$ cat config.mk
export PLATFORM = sky130hd
export DESIGN_NAME = xor_parity_fec_chunker_unit
export DESIGN_NICKNAME = d
export VERILOG_FILES = /design/src/rtl/core/xpf_pkg.sv /design/src/rtl/core/xpf_store.sv /design/src/rtl/core/xpf_seq.sv /design/src/rtl/core/xor_parity_fec_chunker_unit.sv
export SDC_FILE = /design/constraint.sdc
export NUM_CORES = 1
export LEC_CHECK = 0
export BUFFER_PORTS_ARGS = -buffer_cell sky130_fd_sc_hd__buf_4
export CAP_MARGIN = 20
export CORE_ASPECT_RATIO = 0.8
export CORE_MARGIN = 3
export CORE_UTILIZATION = 48
export CTS_CLUSTER_SIZE = 8
export DETAILED_ROUTE_END_ITERATION = 10
export HOLD_SLACK_MARGIN = 0.08
export PLACE_DENSITY_LB_ADDON = 0.3
export SKIP_CTS_REPAIR_TIMING = 1
export SLEW_MARGIN = 10
export SYNTH_ARGS = -nofsm -noshare
export SYNTH_HDL_FRONTEND = slang
export SYNTH_SLANG_ARGS = --single-unit
$ cat constraint.sdc
create_clock -name clk -period 4.2 [get_ports clk]
set_input_delay 0.42 -clock clk [delete_from_list [all_inputs] [get_ports clk]]
set_output_delay 0.42 -clock clk [all_outputs]
set_load 0.01 [all_outputs]
$ cat src/rtl/core/xpf_pkg.sv
package xpf_pkg;

  // Sequencer states
  typedef enum logic [0:0] {
    ST_IDLE  = 1'b0,
    ST_DRAIN = 1'b1
  } state_t;

  // Configuration register indexes
  localparam logic CFG_CHUNK_BYTES      = 1'b0;
  localparam logic CFG_CHUNKS_PER_GROUP = 1'b1;

  // Configuration reset values
  localparam logic [5:0] CHUNK_BYTES_RST      = 6'd32;
  localparam logic [7:0] CHUNKS_PER_GROUP_RST = 8'd4;

  // Operation on the parity store in a given cycle
  typedef struct packed {
    logic xor_en;  // fold the incoming byte into the addressed entry
    logic clr;     // clear every entry
  } store_op_t;

  // Sequencer status seen by the top level
  typedef struct packed {
    logic draining;
    logic data_load;
  } seq_status_t;

endpackage

$ cat src/rtl/core/xpf_store.sv
module xpf_store #(
  parameter int MAX_CHUNK_BYTES = 32,
  parameter int PW = 5
) (
  input  logic                clk,
  input  logic                rst,
  input  xpf_pkg::store_op_t  op,
  input  logic [PW-1:0]       idx,
  input  logic [7:0]          wdata,
  output logic [7:0]          rdata
);

  logic [7:0] store [MAX_CHUNK_BYTES];

  // Single XOR unit shared by every position; clear wipes all entries
  always_ff @(posedge clk) begin
    if (rst || op.clr) begin
      for (int i = 0; i < MAX_CHUNK_BYTES; i++) begin
        store[i] <= 8'd0;
      end
    end else if (op.xor_en) begin
      store[idx] <= store[idx] ^ wdata;
    end
  end

  assign rdata = store[idx];

endmodule

$ cat src/rtl/core/xpf_seq.sv
module xpf_seq #(
  parameter int MAX_CHUNK_BYTES = 32,
  parameter int PW = 5,
  parameter int SW = 6
) (
  input  logic                    clk,
  input  logic                    rst,
  // configuration
  input  logic [5:0]              chunk_bytes,
  input  logic [7:0]              chunks_per_group,
  // input item
  input  logic                    in_valid,
  output logic                    in_stall,
  input  logic [7:0]              data_byte,
  input  logic                    payload_last,
  // result item
  output logic                    out_valid,
  input  logic                    out_stall,
  output logic [7:0]              out_byte,
  output logic                    is_parity,
  output logic                    chunk_end,
  output logic                    payload_done,
  output logic                    run_last,
  // parity store access
  output xpf_pkg::store_op_t      op,
  output logic [PW-1:0]           store_idx,
  input  logic [7:0]              store_rdata,
  output xpf_pkg::seq_status_t    status
);

  xpf_pkg::state_t state, state_next;

  logic [PW-1:0] pos, pos_next;
  logic [7:0]    cig, cig_next;
  logic [PW-1:0] idx, idx_next;
  logic [SW-1:0] dsize, dsize_next;
  logic          dlast, dlast_next;

  logic          out_valid_next;
  logic [7:0]    out_byte_next;
  logic          is_parity_next, chunk_end_next, payload_done_next, run_last_next;

  logic [SW-1:0] size_c;
  logic [7:0]    group_c;
  logic          out_free, chunk_done, grp_done, emit, drain_end;

  // Clamp configuration into the legal ranges
  always_comb begin
    if (chunk_bytes == 6'd0) begin
      size_c = SW'(1);
    end else if (chunk_bytes > 6'(MAX_CHUNK_BYTES)) begin
      size_c = SW'(MAX_CHUNK_BYTES);
    end else begin
      size_c = chunk_bytes[SW-1:0];
    end
    group_c = (chunks_per_group == 8'd0) ? 8'd1 : chunks_per_group;
  end

  // Chunk and group boundary decisions for the current byte
  assign out_free   = !out_valid || !out_stall;
  assign chunk_done = payload_last || (7'(pos) + 7'd1 >= 7'(size_c));
  assign grp_done   = chunk_done && ({1'b0, cig} + 9'd1 >= {1'b0, group_c});
  assign emit       = chunk_done && (grp_done || payload_last);
  assign drain_end  = (7'(idx) + 7'd1 == 7'(dsize));

  // Next state and outputs
  always_comb begin
    state_next        = state;
    pos_next          = pos;
    cig_next          = cig;
    idx_next          = idx;
    dsize_next        = dsize;
    dlast_next        = dlast;
    out_valid_next    = out_valid && out_stall;
    out_byte_next     = out_byte;
    is_parity_next    = is_parity;
    chunk_end_next    = chunk_end;
    payload_done_next = payload_done;
    run_last_next     = run_last;
    op                = '0;
    in_stall          = 1'b1;
    store_idx         = pos;
    status            = '0;
    unique case (state)
      xpf_pkg::ST_IDLE: begin
        in_stall = !out_free;
        if (in_valid && out_free) begin
          status.data_load  = 1'b1;
          op.xor_en         = 1'b1;
          out_valid_next    = 1'b1;
          out_byte_next     = data_byte;
          is_parity_next    = 1'b0;
          chunk_end_next    = chunk_done;
          payload_done_next = 1'b0;
          run_last_next     = !emit;
          if (!chunk_done) begin
            pos_next = pos + PW'(1);
          end else begin
            pos_next = '0;
            cig_next = emit ? 8'd0 : cig + 8'd1;
          end
          if (emit) begin
            state_next = xpf_pkg::ST_DRAIN;
            idx_next   = '0;
            dsize_next = size_c;
            dlast_next = payload_last;
          end
        end
      end
      xpf_pkg::ST_DRAIN: begin
        status.draining = 1'b1;
        store_idx       = idx;
        if (out_free) begin
          out_valid_next    = 1'b1;
          out_byte_next     = store_rdata;
          is_parity_next    = 1'b1;
          chunk_end_next    = drain_end;
          payload_done_next = drain_end && dlast;
          run_last_next     = drain_end;
          if (drain_end) begin
            op.clr     = 1'b1;
            state_next = xpf_pkg::ST_IDLE;
          end else begin
            idx_next = idx + PW'(1);
          end
        end
      end
      default: state_next = xpf_pkg::ST_IDLE;
    endcase
  end

  // Control registers
  always_ff @(posedge clk) begin
    if (rst) begin
      state     <= xpf_pkg::ST_IDLE;
      pos       <= '0;
      cig       <= 8'd0;
      idx       <= '0;
      out_valid <= 1'b0;
    end else begin
      state     <= state_next;
      pos       <= pos_next;
      cig       <= cig_next;
      idx       <= idx_next;
      out_valid <= out_valid_next;
    end
  end

  // Payload registers
  always_ff @(posedge clk) begin
    dsize        <= dsize_next;
    dlast        <= dlast_next;
    out_byte     <= out_byte_next;
    is_parity    <= is_parity_next;
    chunk_end    <= chunk_end_next;
    payload_done <= payload_done_next;
    run_last     <= run_last_next;
  end

endmodule

$ cat src/rtl/core/xor_parity_fec_chunker_unit.sv
// XOR parity FEC chunker.
// Input channel (in_valid / in_stall): one payload byte per item, with
// payload_last on the final byte. Every byte goes out as a data item, with
// chunk_end on the last byte of each chunk. After chunks_per_group chunks,
// or at the end of the payload, a parity chunk of chunk_bytes items (clamped to 1..MAX_CHUNK_BYTES) follows;
// payload_done marks its last byte at the end of a payload, run_last marks
// the last item caused by one input byte.
// Output channel (out_valid / out_stall): one registered result stage.
// Config channel (cfg_valid / cfg_ready): index 0 chunk_bytes, index 1
// chunks_per_group; always ready, write only while idle.
// The data item is registered and appears in the cycle after the byte is taken.
// One byte is taken per cycle while no parity is due and the output does not
// stall; a parity drain reads one store entry per cycle, with input held off.
// A stall on the output holds the result register and the sequencer.
// Reset clears the parity store, counters and output valid, and sets
// chunk_bytes to 32 and chunks_per_group to 4.
module xor_parity_fec_chunker_unit #(
  parameter int MAX_CHUNK_BYTES = 32
) (
  input  logic       clk,
  input  logic       rst,
  input  logic       cfg_valid,
  output logic       cfg_ready,
  input  logic       cfg_index,
  input  logic [7:0] cfg_data,
  input  logic       in_valid,
  output logic       in_stall,
  input  logic [7:0] data_byte,
  input  logic       payload_last,
  output logic       out_valid,
  input  logic       out_stall,
  output logic [7:0] out_byte,
  output logic       is_parity,
  output logic       chunk_end,
  output logic       payload_done,
  output logic       run_last
);

  localparam int PW = (MAX_CHUNK_BYTES > 1) ? $clog2(MAX_CHUNK_BYTES) : 1;
  localparam int SW = $clog2(MAX_CHUNK_BYTES + 1);

  logic [5:0] chunk_bytes;
  logic [7:0] chunks_per_group;

  xpf_pkg::store_op_t   op;
  xpf_pkg::seq_status_t status;
  logic [PW-1:0]        store_idx;
  logic [7:0]           store_rdata;

  // Configuration registers
  assign cfg_ready = 1'b1;

  always_ff @(posedge clk) begin
    if (rst) begin
      chunk_bytes      <= xpf_pkg::CHUNK_BYTES_RST;
      chunks_per_group <= xpf_pkg::CHUNKS_PER_GROUP_RST;
    end else if (cfg_valid && cfg_ready) begin
      unique case (cfg_index)
        xpf_pkg::CFG_CHUNK_BYTES:      chunk_bytes      <= cfg_data[5:0];
        xpf_pkg::CFG_CHUNKS_PER_GROUP: chunks_per_group <= cfg_data;
        default: ;
      endcase
    end
  end

  xpf_seq #(
    .MAX_CHUNK_BYTES (MAX_CHUNK_BYTES),
    .PW              (PW),
    .SW              (SW)
  ) u_seq (
    .clk              (clk),
    .rst              (rst),
    .chunk_bytes      (chunk_bytes),
    .chunks_per_group (chunks_per_group),
    .in_valid         (in_valid),
    .in_stall         (in_stall),
    .data_byte        (data_byte),
    .payload_last     (payload_last),
    .out_valid        (out_valid),
    .out_stall        (out_stall),
    .out_byte         (out_byte),
    .is_parity        (is_parity),
    .chunk_end        (chunk_end),
    .payload_done     (payload_done),
    .run_last         (run_last),
    .op               (op),
    .store_idx        (store_idx),
    .store_rdata      (store_rdata),
    .status           (status)
  );

  xpf_store #(
    .MAX_CHUNK_BYTES (MAX_CHUNK_BYTES),
    .PW              (PW)
  ) u_store (
    .clk   (clk),
    .rst   (rst),
    .op    (op),
    .idx   (store_idx),
    .wdata (data_byte),
    .rdata (store_rdata)
  );

  // A taken byte always shows up as a data item in the next cycle
  assert property (@(posedge clk) disable iff (rst)
    status.data_load |=> (out_valid && !is_parity))
    else $error("taken byte not presented as data item");

  // No byte is taken while the parity chunk drains
  assert property (@(posedge clk) disable iff (rst)
    status.draining |-> in_stall)
    else $error("input accepted during parity drain");

  // End of payload is only flagged on the closing parity byte
  assert property (@(posedge clk) disable iff (rst)
    (out_valid && payload_done) |-> (is_parity && chunk_end && run_last))
    else $error("payload_done on a non-final item");

  // Bytes are only folded into the parity store from the idle state
  assert property (@(posedge clk) disable iff (rst)
    op.xor_en |-> !status.draining)
    else $error("parity update during drain");

endmodule
==> results of run 1 <==
[cell usage after synthesis (7+ instances only)]
| library cell | number | area share |
|---|---|---|
| edfxtp_1 | 275 | 0.48 |
| nor3_2 | 139 | 0.081 |
| nor3_1 | 133 | 0.039 |
| nand2_1 | 80 | 0.017 |
| nor4bb_1 | 68 | 0.040 |
| mux2i_1 | 58 | 0.034 |
| a31o_1 | 56 | 0.029 |
| clkbuf_1 | 56 | 0.012 |
| buf_2 | 53 | 0.015 |
| nor2_1 | 38 | 0.0083 |
| and4_1 | 34 | 0.017 |
| dfxtp_1 | 34 | 0.040 |
| nand3_1 | 34 | 0.0099 |
| o21a_1 | 32 | 0.014 |
| a31o_2 | 29 | 0.015 |
| o22ai_1 | 23 | 0.0084 |
| buf_4 | 21 | 0.0092 |
| o41ai_1 | 21 | 0.011 |
| inv_1 | 19 | 0.0042 |
| a21oi_1 | 17 | 0.0050 |
| ha_1 | 17 | 0.012 |
| a31oi_1 | 15 | 0.0055 |
| o21ai_0 | 14 | 0.0041 |
| buf_6 | 13 | 0.0085 |
| xnor2_1 | 10 | 0.0051 |
| and3_1 | 7 | 0.0026 |
| mux4_2 | 7 | 0.0092 |
| xor2_1 | 7 | 0.0036 |
[layout make-up]
cell class | count | area [sq um] | area share
flip-flops and latches | 309 | 8940 | 0.462
repair buffers | 116 | 1080 | 0.0560
diodes | 1 | 2.50 | 0.000129
clock buffers | 59 | 1160 | 0.0598
clock inverters | 4 | 50.0 | 0.00259
inverters | 20 | 75.1 | 0.00388
well taps | 472 | 591 | 0.0305
multi-input cells | 960 | 7440 | 0.385
[worst max-delay path, delay by kind of cell (launching register included)]
family / cells / cell delay (ns)
AO/OA/AOI/OAI: 4 / 1.97
buffers and inverters: 2 / 0.50
flip-flops: 1 / 0.94
AND/OR/NAND/NOR: 2 / 0.42
[sequential cells by signal, indices dropped and copies added (netlist names), 5 cells and up]
name              flops
u_seq.idx             5
chunks_per_group      8
u_seq.dsize           6
u_seq.out_byte        8
chunk_bytes           6
u_seq.pos             5
u_seq.cig             8
u_store.store       256
[worst max-delay path by stage]
| stage | to | slack [ns] |
|---|---|---|
| detailed placement | u_store.store[3][6] | 0.36 |
| CTS | u_store.store[3][6] | 0.34 |
| finish | u_store.store[3][6] | 0.18 |
| global route | u_store.store[14][0] | 0.13 |
| floorplan | u_seq.dlast | 1.21 |
| global placement | u_store.store[24][0] | 0.40 |
[where the power goes]
part,leakage (nW),internal (mW),switching [mW]
sequential,3.11,3.47,0.0656
clock,0.585,1.90,1.32
combinational,2.84,0.360,0.817
total,6.54,5.74,2.20
[metal layers]
metal | GRT usage | up-vias
met2 | 0.404 | 887
li1 | - | 5710
met5 | 0 | -
met1 | 0.413 | 6597
met4 | 0.0978 | 0
met3 | 0.0668 | 130
[cell families (layout without fill, tap and decap cells)]
family,count (synthesis),in the layout
AND/OR/NAND/NOR,592,592
flip-flops,309,309
AO/OA/AOI/OAI,266,266
buffers and inverters,169,199
multiplexers,67,67
adder cells (fa/ha/maj),17,17
XOR/XNOR,17,17
other,1,2
==> run metrics, run 1 <==
Primary FF master, synth edfxtp_1; antenna viol nets, final 0; Final Hold Viols 0; dpl hpwl 34300 um; number of CTS-inserted buffers 44; startpoint of the worst hold path payload_last; die width 217 um; Worst Hold Depth 1; Initial Util 0.490; met2 WL 23000 um; share of flip-flops with an asynchronous set or reset 0; VDD IR max 0.000265 V; Post-Route WL 54100 um; non-filler cells, final 1941; drt wl/cell 27.9 um; commonest non-fill, non-tap cells in the layout 275 x edfxtp_1, 133 x nor3_1, 131 x nor3_2; Critical-path top delay cell dfxtp_1; fill cell total of the finished layout 2917; maximum clock insertion buffer count 3; RSZ-0062 raised after global routing false; WL met3 6880 um; top sig layer met4; mux cell area share after synthesis 0.0448; commonest non-fill, non-tap cell in the layout edfxtp_1; Pwr per Cell Area 410 nW/um^2; Mapped Cells 1438; CP startpoint kind flop; CTS tree done; Placed Area 18100 sq um; design area 19300 sq um; H-Tree Depth 2; final core utilization 0.552; Initial DRT Pass Iterations 6; Synth cell types 75; Hold WS 0.108 ns; via/cell ratio 6.86; Worst-Skew Late Latency 0.56 ns; status finished, final reports clean; Synth Warn # 0; Final period util 0.958; Syn Nets 1478; Crit Path Class flop to flop; Synth Area in XOR/XNOR 0.00868; largest family of logic cells by synthesized area simple AND/OR/NAND/NOR gates; DP Worst Slack 0.361 ns; Rows 61; Area growth syn-to-layout 12.7%; routed via count 13300; fraction of layout cells with a size suffix above 1 0.250; # clock sinks 309; R2R depth 8; normalized max-slew margin 0.217; reg2reg setup slack 0.18 ns; register area share after synthesis 0.521; Metal-1 WL 22400 um; CP Launch Point u_seq.idx[1]; total gr overflow 0; floorplan core area 35000 sq um; CP arrival 4.42 ns; Hold Path Class input port to flop; Iter 0 DRT Violations 2119; RR Endpoint u_store.store[3][6]; Ports 38; Pleak 6.54 nW; Syn Area/Cell 11.9 sq um; final setup TNS 0 ns; Critical Path Fanout Max 19; Worst path max stage delay 0.94 ns; crit end category flop; Max Clock Freq 0.249 GHz; Total GRT Usage 0.280; Final GP Congestion 0.925; post-route setup slack 0.176 ns; dpl cells 1877; minimum clock period 4.02 ns; vias in the first global route 12700; full die area 38100 sq um; number of max-cap violations 0; initial antenna violation count 1; Post-synth EDFFs 275; total power 7.94 mW; worst r2r src u_seq.idx[1]; final setup vio count 0; #FFs+latches synth 309; Reg clk slew, reported paths 0.05 ns; post-route clock skew 0.0195 ns; CP cell instances nor3b_4 > buf_4 > o21a_1 > o41ai_1 > o2111ai_1 > o21a_2 > buf_12 > nor3_2; Synth Area in Simple Gates 0.241; complex-gate fraction of the synthesized area 0.121; first-pass GRT wire length 81400 um; Die Y 175 um; Layout Nets 1491; number of remaining DRC errors 0; largest net degree at the start of global routing 117; synthesized area 17200 sq um; CP required 4.59 ns; end of the worst hold path u_seq.dlast; IO buf count 36; root buffer cell clkbuf_16; post-synthesis adder-cell area fraction 0.0124; final slew viol count 0; worst-margin pin slew 1.15 ns
(Power assumes the default switching activity.)
==> run 2, diff against run 1 <==
--- a/config.mk
+++ b/config.mk
@@ -14,6 +14,7 @@
 export DETAILED_ROUTE_END_ITERATION = 10
 export HOLD_SLACK_MARGIN = 0.08
 export PLACE_DENSITY_LB_ADDON = 0.3
+export RECOVER_POWER = 25
 export SKIP_CTS_REPAIR_TIMING = 1
 export SLEW_MARGIN = 10
 export SYNTH_ARGS = -nofsm -noshare
==> constraint.sdc (replaced) <==
create_clock -name clk -period 4.2 [get_ports clk]
set_input_delay 0.63 -clock clk [delete_from_list [all_inputs] [get_ports clk]]
set_output_delay 0.63 -clock clk [all_outputs]
set_load 0.01 [all_outputs]
==> run 2 against run 1 <==
Against the previous run:
- utilization decreased by 0.30 points
- global-route usage unchanged
- wire length grew 0.21%
- maximum frequency is 0.59% lower
- first-iteration DRC count fell by 2.5%
- largest cell class unchanged
- largest power group unchanged
==> run metrics, run 2 (synthesis gave the netlist of run 1 again) <==
status finished, final reports clean; Iter 0 DRT Violations 2067 (-2.5%); number of remaining DRC errors 0 (unchanged); kind of cell adding the most delay to the critical path compound AO/OA/AOI/OAI gates; commonest non-fill, non-tap cells in the layout 275 x edfxtp_1, 134 x nor3_1, 131 x nor3_2; antenna viol nets, final 0 (unchanged); Pwr per Cell Area 412 nW/um^2 (+0.31%); number of CTS-inserted buffers 44 (unchanged); worst-margin pin slew 1.14 ns (-0.00538 ns); CP cell instances nor3b_4 > buf_4 > buf_4 > o21a_1 > o41ai_1 > o2111ai_1 > buf_4 > o21a_2 > buf_12 > nor3_2; Antenna diodes 0 (-1); post-route setup slack 0.152 ns (-0.0240 ns); Total GRT Usage 0.280 (unchanged); maximum clock insertion buffer count 3 (unchanged); CP startpoint kind flop; Worst-Skew Late Latency 0.56 ns (about the same); crit end category flop; VDD IR max 0.000268 V (+0.97%); non-filler cells, final 1940 (-0.052%); floorplan core area 35000 sq um (unchanged); drt wl/cell 27.9 um (+0.26%); Layout Nets 1491 (unchanged); CP required 4.59 ns (about the same); reg2reg setup slack 0.15 ns (-0.02 ns); CP dominant cell by count buf_4; commonest non-fill, non-tap cell in the layout edfxtp_1; Area growth syn-to-layout 12.1%; Crit Path Class flop to flop; via/cell ratio 6.86 (about the same); initial antenna violation count 1 (unchanged); minimum clock period 4.05 ns (+0.0240 ns); design area 19200 sq um (-0.54%); root buffer cell clkbuf_16; Placed Area 18100 sq um (unchanged); Initial Util 0.490 (unchanged); Final period util 0.964 (+0.00572); register with the most flip-flops u_store.store; total gr overflow 0 (unchanged); Max Clock Freq 0.247 GHz (-0.59%); Initial DRT Pass Iterations 6 (unchanged); largest net degree at the start of global routing 117 (unchanged); dpl hpwl 34300 um (unchanged); Critical Path Fanout Max 28 (+9); full die area 38100 sq um (unchanged); first-pass GRT wire length 81400 um (unchanged); max reg flops 256 (unchanged); Post-Route WL 54200 um (+0.21%); final setup vio count 0 (unchanged); CTS tree done; routed via count 13300 (-0.045%); normalized max-slew margin 0.220 (+0.00368); Critical-path top delay cell dfxtp_1; number of max-cap violations 0 (unchanged); final slew viol count 0 (unchanged); final setup TNS 0 ns (unchanged); vias in the first global route 12700 (unchanged); H-Tree Depth 2 (unchanged); Pleak 6.45 nW (-1.3%); die width 217 um (unchanged); DP Worst Slack 0.361 ns (unchanged); final core utilization 0.549 (-0.00300); # clock sinks 309 (unchanged); dpl cells 1877 (unchanged); Final GP Congestion 0.925 (unchanged); RSZ-0062 raised after global routing false; Worst path max stage delay 0.94 ns (about the same); post-route clock skew 0.0225 ns (+0.00300 ns); Reg clk slew, reported paths 0.05 ns (about the same); Ports 38 (unchanged); fraction of layout cells with a size suffix above 1 0.235 (-0.0150); Final Hold Viols 0 (unchanged); CP arrival 4.44 ns (+0.02 ns); Hold Path Class input port to flop; fill cell total of the finished layout 2942 (+0.86%); CP bufs+invs 4 (+2); Die Y 175 um (unchanged); IO buf count 36 (unchanged); Rows 61 (unchanged)
[run 2: tightest hold or removal path, cell delays in order]
cell	delay (ns)
buf_4	0.09
mux2i_1	0.05
nor2_1	0.07
[run 2: final timing paths]
path	depth (start not counted)	endpoint	startpoint
max	10	u_store.store[8][0]	u_seq.idx[1]
min	3	chunk_bytes[3]	cfg_data[3]
max reg2reg	10	u_store.store[8][0]	u_seq.idx[1]
min reg2reg	2	chunks_per_group[7]	chunks_per_group[7]
[run 2: layout make-up]
type / instances / area [sq um] / area share
Tap cell: 472 / 591 / 0.0307
Inverter: 20 / 75.1 / 0.00390
Sequential cell: 309 / 8940 / 0.465
Clock inverter: 4 / 50.0 / 0.00260
Multi-Input combinational cell: 960 / 7430 / 0.386
Clock buffer: 59 / 1160 / 0.0602
Timing Repair Buffer: 116 / 993 / 0.0516
[run 2: where the power goes]
group	total (mW)	switching, mW	internal, mW
combinational	1.16	0.816	0.340
clock	3.22	1.32	1.90
sequential	3.54	0.0660	3.47
[run 2: routing by layer]
| layer | vias to the layer above | global-route usage | routed length [um] |
|---|---|---|---|
| li1 | 5714 | - | - |
| met1 | 6580 | 0.413 | 22600 |
| met4 | 0 | 0.0978 | 1750 |
| met2 | 901 | 0.404 | 23100 |
| met3 | 123 | 0.0668 | 6780 |
| met5 | - | 0 | 0 |
[run 2: metrics by stage]
stage	hold slack [ns]	power, mW
2_1_floorplan	0.436	4.28
3_3_place_gp	0.445	4.71
3_5_place_dp	0.452	4.73
4_1_cts	0.301	7.92
5_1_grt	0.331	8.10
6_report	0.324	7.92
==> run 3, diff against run 2 <==
--- a/config.mk
+++ b/config.mk
@@ -9,7 +9,7 @@
 export CAP_MARGIN = 20
 export CORE_ASPECT_RATIO = 0.8
 export CORE_MARGIN = 3
-export CORE_UTILIZATION = 48
+export CORE_UTILIZATION = 45
 export CTS_CLUSTER_SIZE = 8
 export DETAILED_ROUTE_END_ITERATION = 10
 export HOLD_SLACK_MARGIN = 0.08
==> constraint.sdc (replaced) <==
create_clock -name clk -period 4.2 [get_ports clk]
set_input_delay 0.42 -clock clk [delete_from_list [all_inputs] [get_ports clk]]
set_output_delay 0.42 -clock clk [all_outputs]
set_load 0.01 [all_outputs]
==> run 3 against run 2 <==
Against the previous run:
- register-to-register slack better by 0.18 ns
- final area increased by 1.1%
- non-clock buffer count is 24 higher
- cell count up 2.1%
- die area up 6.5%
- maximum frequency increased by 4.5%
- power grew 0.66%
- global-route usage is 0.95 points lower
- sequential power about the same
- via count increased by 1.5%
- sequential share of layout area shrank 0.51 points
- critical path type unchanged
==> run metrics, run 3 (synthesis gave the netlist of run 1 again) <==
Placed Area 18300 sq um (+1.2%); Worst-Skew Late Latency 0.55 ns (about the same); Rows 63 (+3.3%); design area 19500 sq um (+1.1%); Reg clk slew, reported paths 0.05 ns (about the same); Die Y 181 um (+3.2%); Total GRT Usage 0.270 (-0.00953); CP startpoint kind flop; post-route setup slack 0.327 ns (+0.175 ns); R2R depth 8 (-2); CTS tree done; Critical Path Fanout Max 55 (+96%); commonest non-fill, non-tap cells in the layout 275 x edfxtp_1, 133 x nor3_1, 131 x nor3_2; CP arrival 4.25 ns (-0.19 ns); root buffer cell clkbuf_16; Layout Nets 1515 (+1.6%); fraction of layout cells with a size suffix above 1 0.244 (+0.00946); VDD IR max 0.000332 V (+24%); Crit Path Class flop to flop; maximum clock insertion buffer count 3 (unchanged); Worst Hold Depth 3 (unchanged); die width 224 um (+3.2%); drt wl/cell 28.2 um (+0.95%); Hold Path Class input port to flop; reg2reg setup slack 0.33 ns (+0.18 ns); dpl cells 1915 (+2.0%); routed via count 13500 (+1.5%); normalized max-slew margin 0.0416 (-0.179); number of CTS-inserted buffers 44 (unchanged); number of remaining DRC errors 0 (unchanged); final core utilization 0.521 (-0.0285); worst-margin pin slew 1.44 ns (+0.298 ns); antenna viol nets, final 0 (unchanged); Initial Util 0.459 (-0.0306); startpoint of the worst hold path cfg_data[1]; first-pass GRT wire length 82800 um (+1.7%); vias in the first global route 12700 (+0.17%); worst r2r src u_seq.state; end of the worst hold path chunk_bytes[1]; final setup vio count 0 (unchanged); Hold WS 0.136 ns (-0.189 ns); status finished, final reports clean; Post-Route WL 55900 um (+3.0%); Max Clock Freq 0.258 GHz (+4.5%); total gr overflow 0 (unchanged); Final Hold Viols 0 (unchanged); dpl hpwl 36800 um (+7.5%); minimum clock period 3.87 ns (-0.175 ns); Ports 38 (unchanged); Pleak 6.56 nW (+1.7%); RSZ-0062 raised after global routing false; Area growth syn-to-layout 13.3%; RR Endpoint u_store.store[25][6]; Iter 0 DRT Violations 1929 (-6.7%); post-route clock skew 0.0219 ns (-0.000690 ns); Final period util 0.922 (-0.0417); CP required 4.57 ns (-0.02 ns); Pwr per Cell Area 410 nW/um^2 (-0.45%); max reg flops 256 (unchanged); DP Worst Slack 0.403 ns (+0.0417 ns); crit end category flop; # clock sinks 309 (unchanged); largest net degree at the start of global routing 56 (-52%); Antenna diodes 0 (unchanged); total power 7.97 mW (+0.66%); via/cell ratio 6.82 (-0.59%); H-Tree Depth 2 (unchanged); Initial DRT Pass Iterations 6 (unchanged); Final GP Congestion 0.913 (-1.2%); floorplan core area 37400 sq um (+6.7%); number of max-cap violations 0 (unchanged); IO buf count 36 (unchanged); final setup TNS 0 ns (unchanged); full die area 40500 sq um (+6.5%); non-filler cells, final 1980 (+2.1%); final slew viol count 0 (unchanged); commonest non-fill, non-tap cell in the layout edfxtp_1; initial antenna violation count 0 (-1); register with the most flip-flops u_store.store
[run 3: per-layer routing]
| metal | track usage | vias to the layer above | wire (um) |
|---|---|---|---|
| met4 | 0.0912 | 2 | 1920 |
| met5 | 0.0215 | - | 117 |
| met1 | 0.403 | 6722 | 23400 |
| met2 | 0.388 | 891 | 23600 |
| met3 | 0.0594 | 137 | 6800 |
| li1 | - | 5761 | - |
[run 3: critical path: stages, from the launching register on]
cell and delay (ns):
dfxtp_4 0.73, buf_4 0.56, nor4bb_1 0.12, a31o_1 0.21, o41ai_1 0.70, o2111ai_1 0.38
o21a_2 0.49, buf_12 0.26, nor3_1 0.19
[run 3: how the worst max path moves through the flow]
stage / start / end / slack, ns / depth (start not counted)
after floorplan: u_seq.pos[0] / u_seq.dlast / 1.21 / 12
after global placement: u_seq.state / u_store.store[26][4] / 0.39 / 7
after detailed placement: u_seq.state / u_store.store[26][6] / 0.40 / 7
after CTS: u_seq.state / u_store.store[25][6] / 0.38 / 7
after global routing: u_seq.idx[0] / u_store.store[15][6] / 0.16 / 9
final: u_seq.state / u_store.store[25][6] / 0.33 / 8
[run 3: final cells by class]
cell class	instances	area (sq um)
Fill cell	3246	17900
Sequential cell	309	8940
Multi-Input combinational cell	960	7440
Clock buffer	64	1200
Timing Repair Buffer	140	1190
Tap cell	487	609
Inverter	20	75.1
[run 3: power breakdown]
| group | internal (mW) | switching, mW |
|---|---|---|
| sequential | 3.47 | 0.0789 |
| clock | 1.93 | 1.28 |
| combinational | 0.367 | 0.840 |
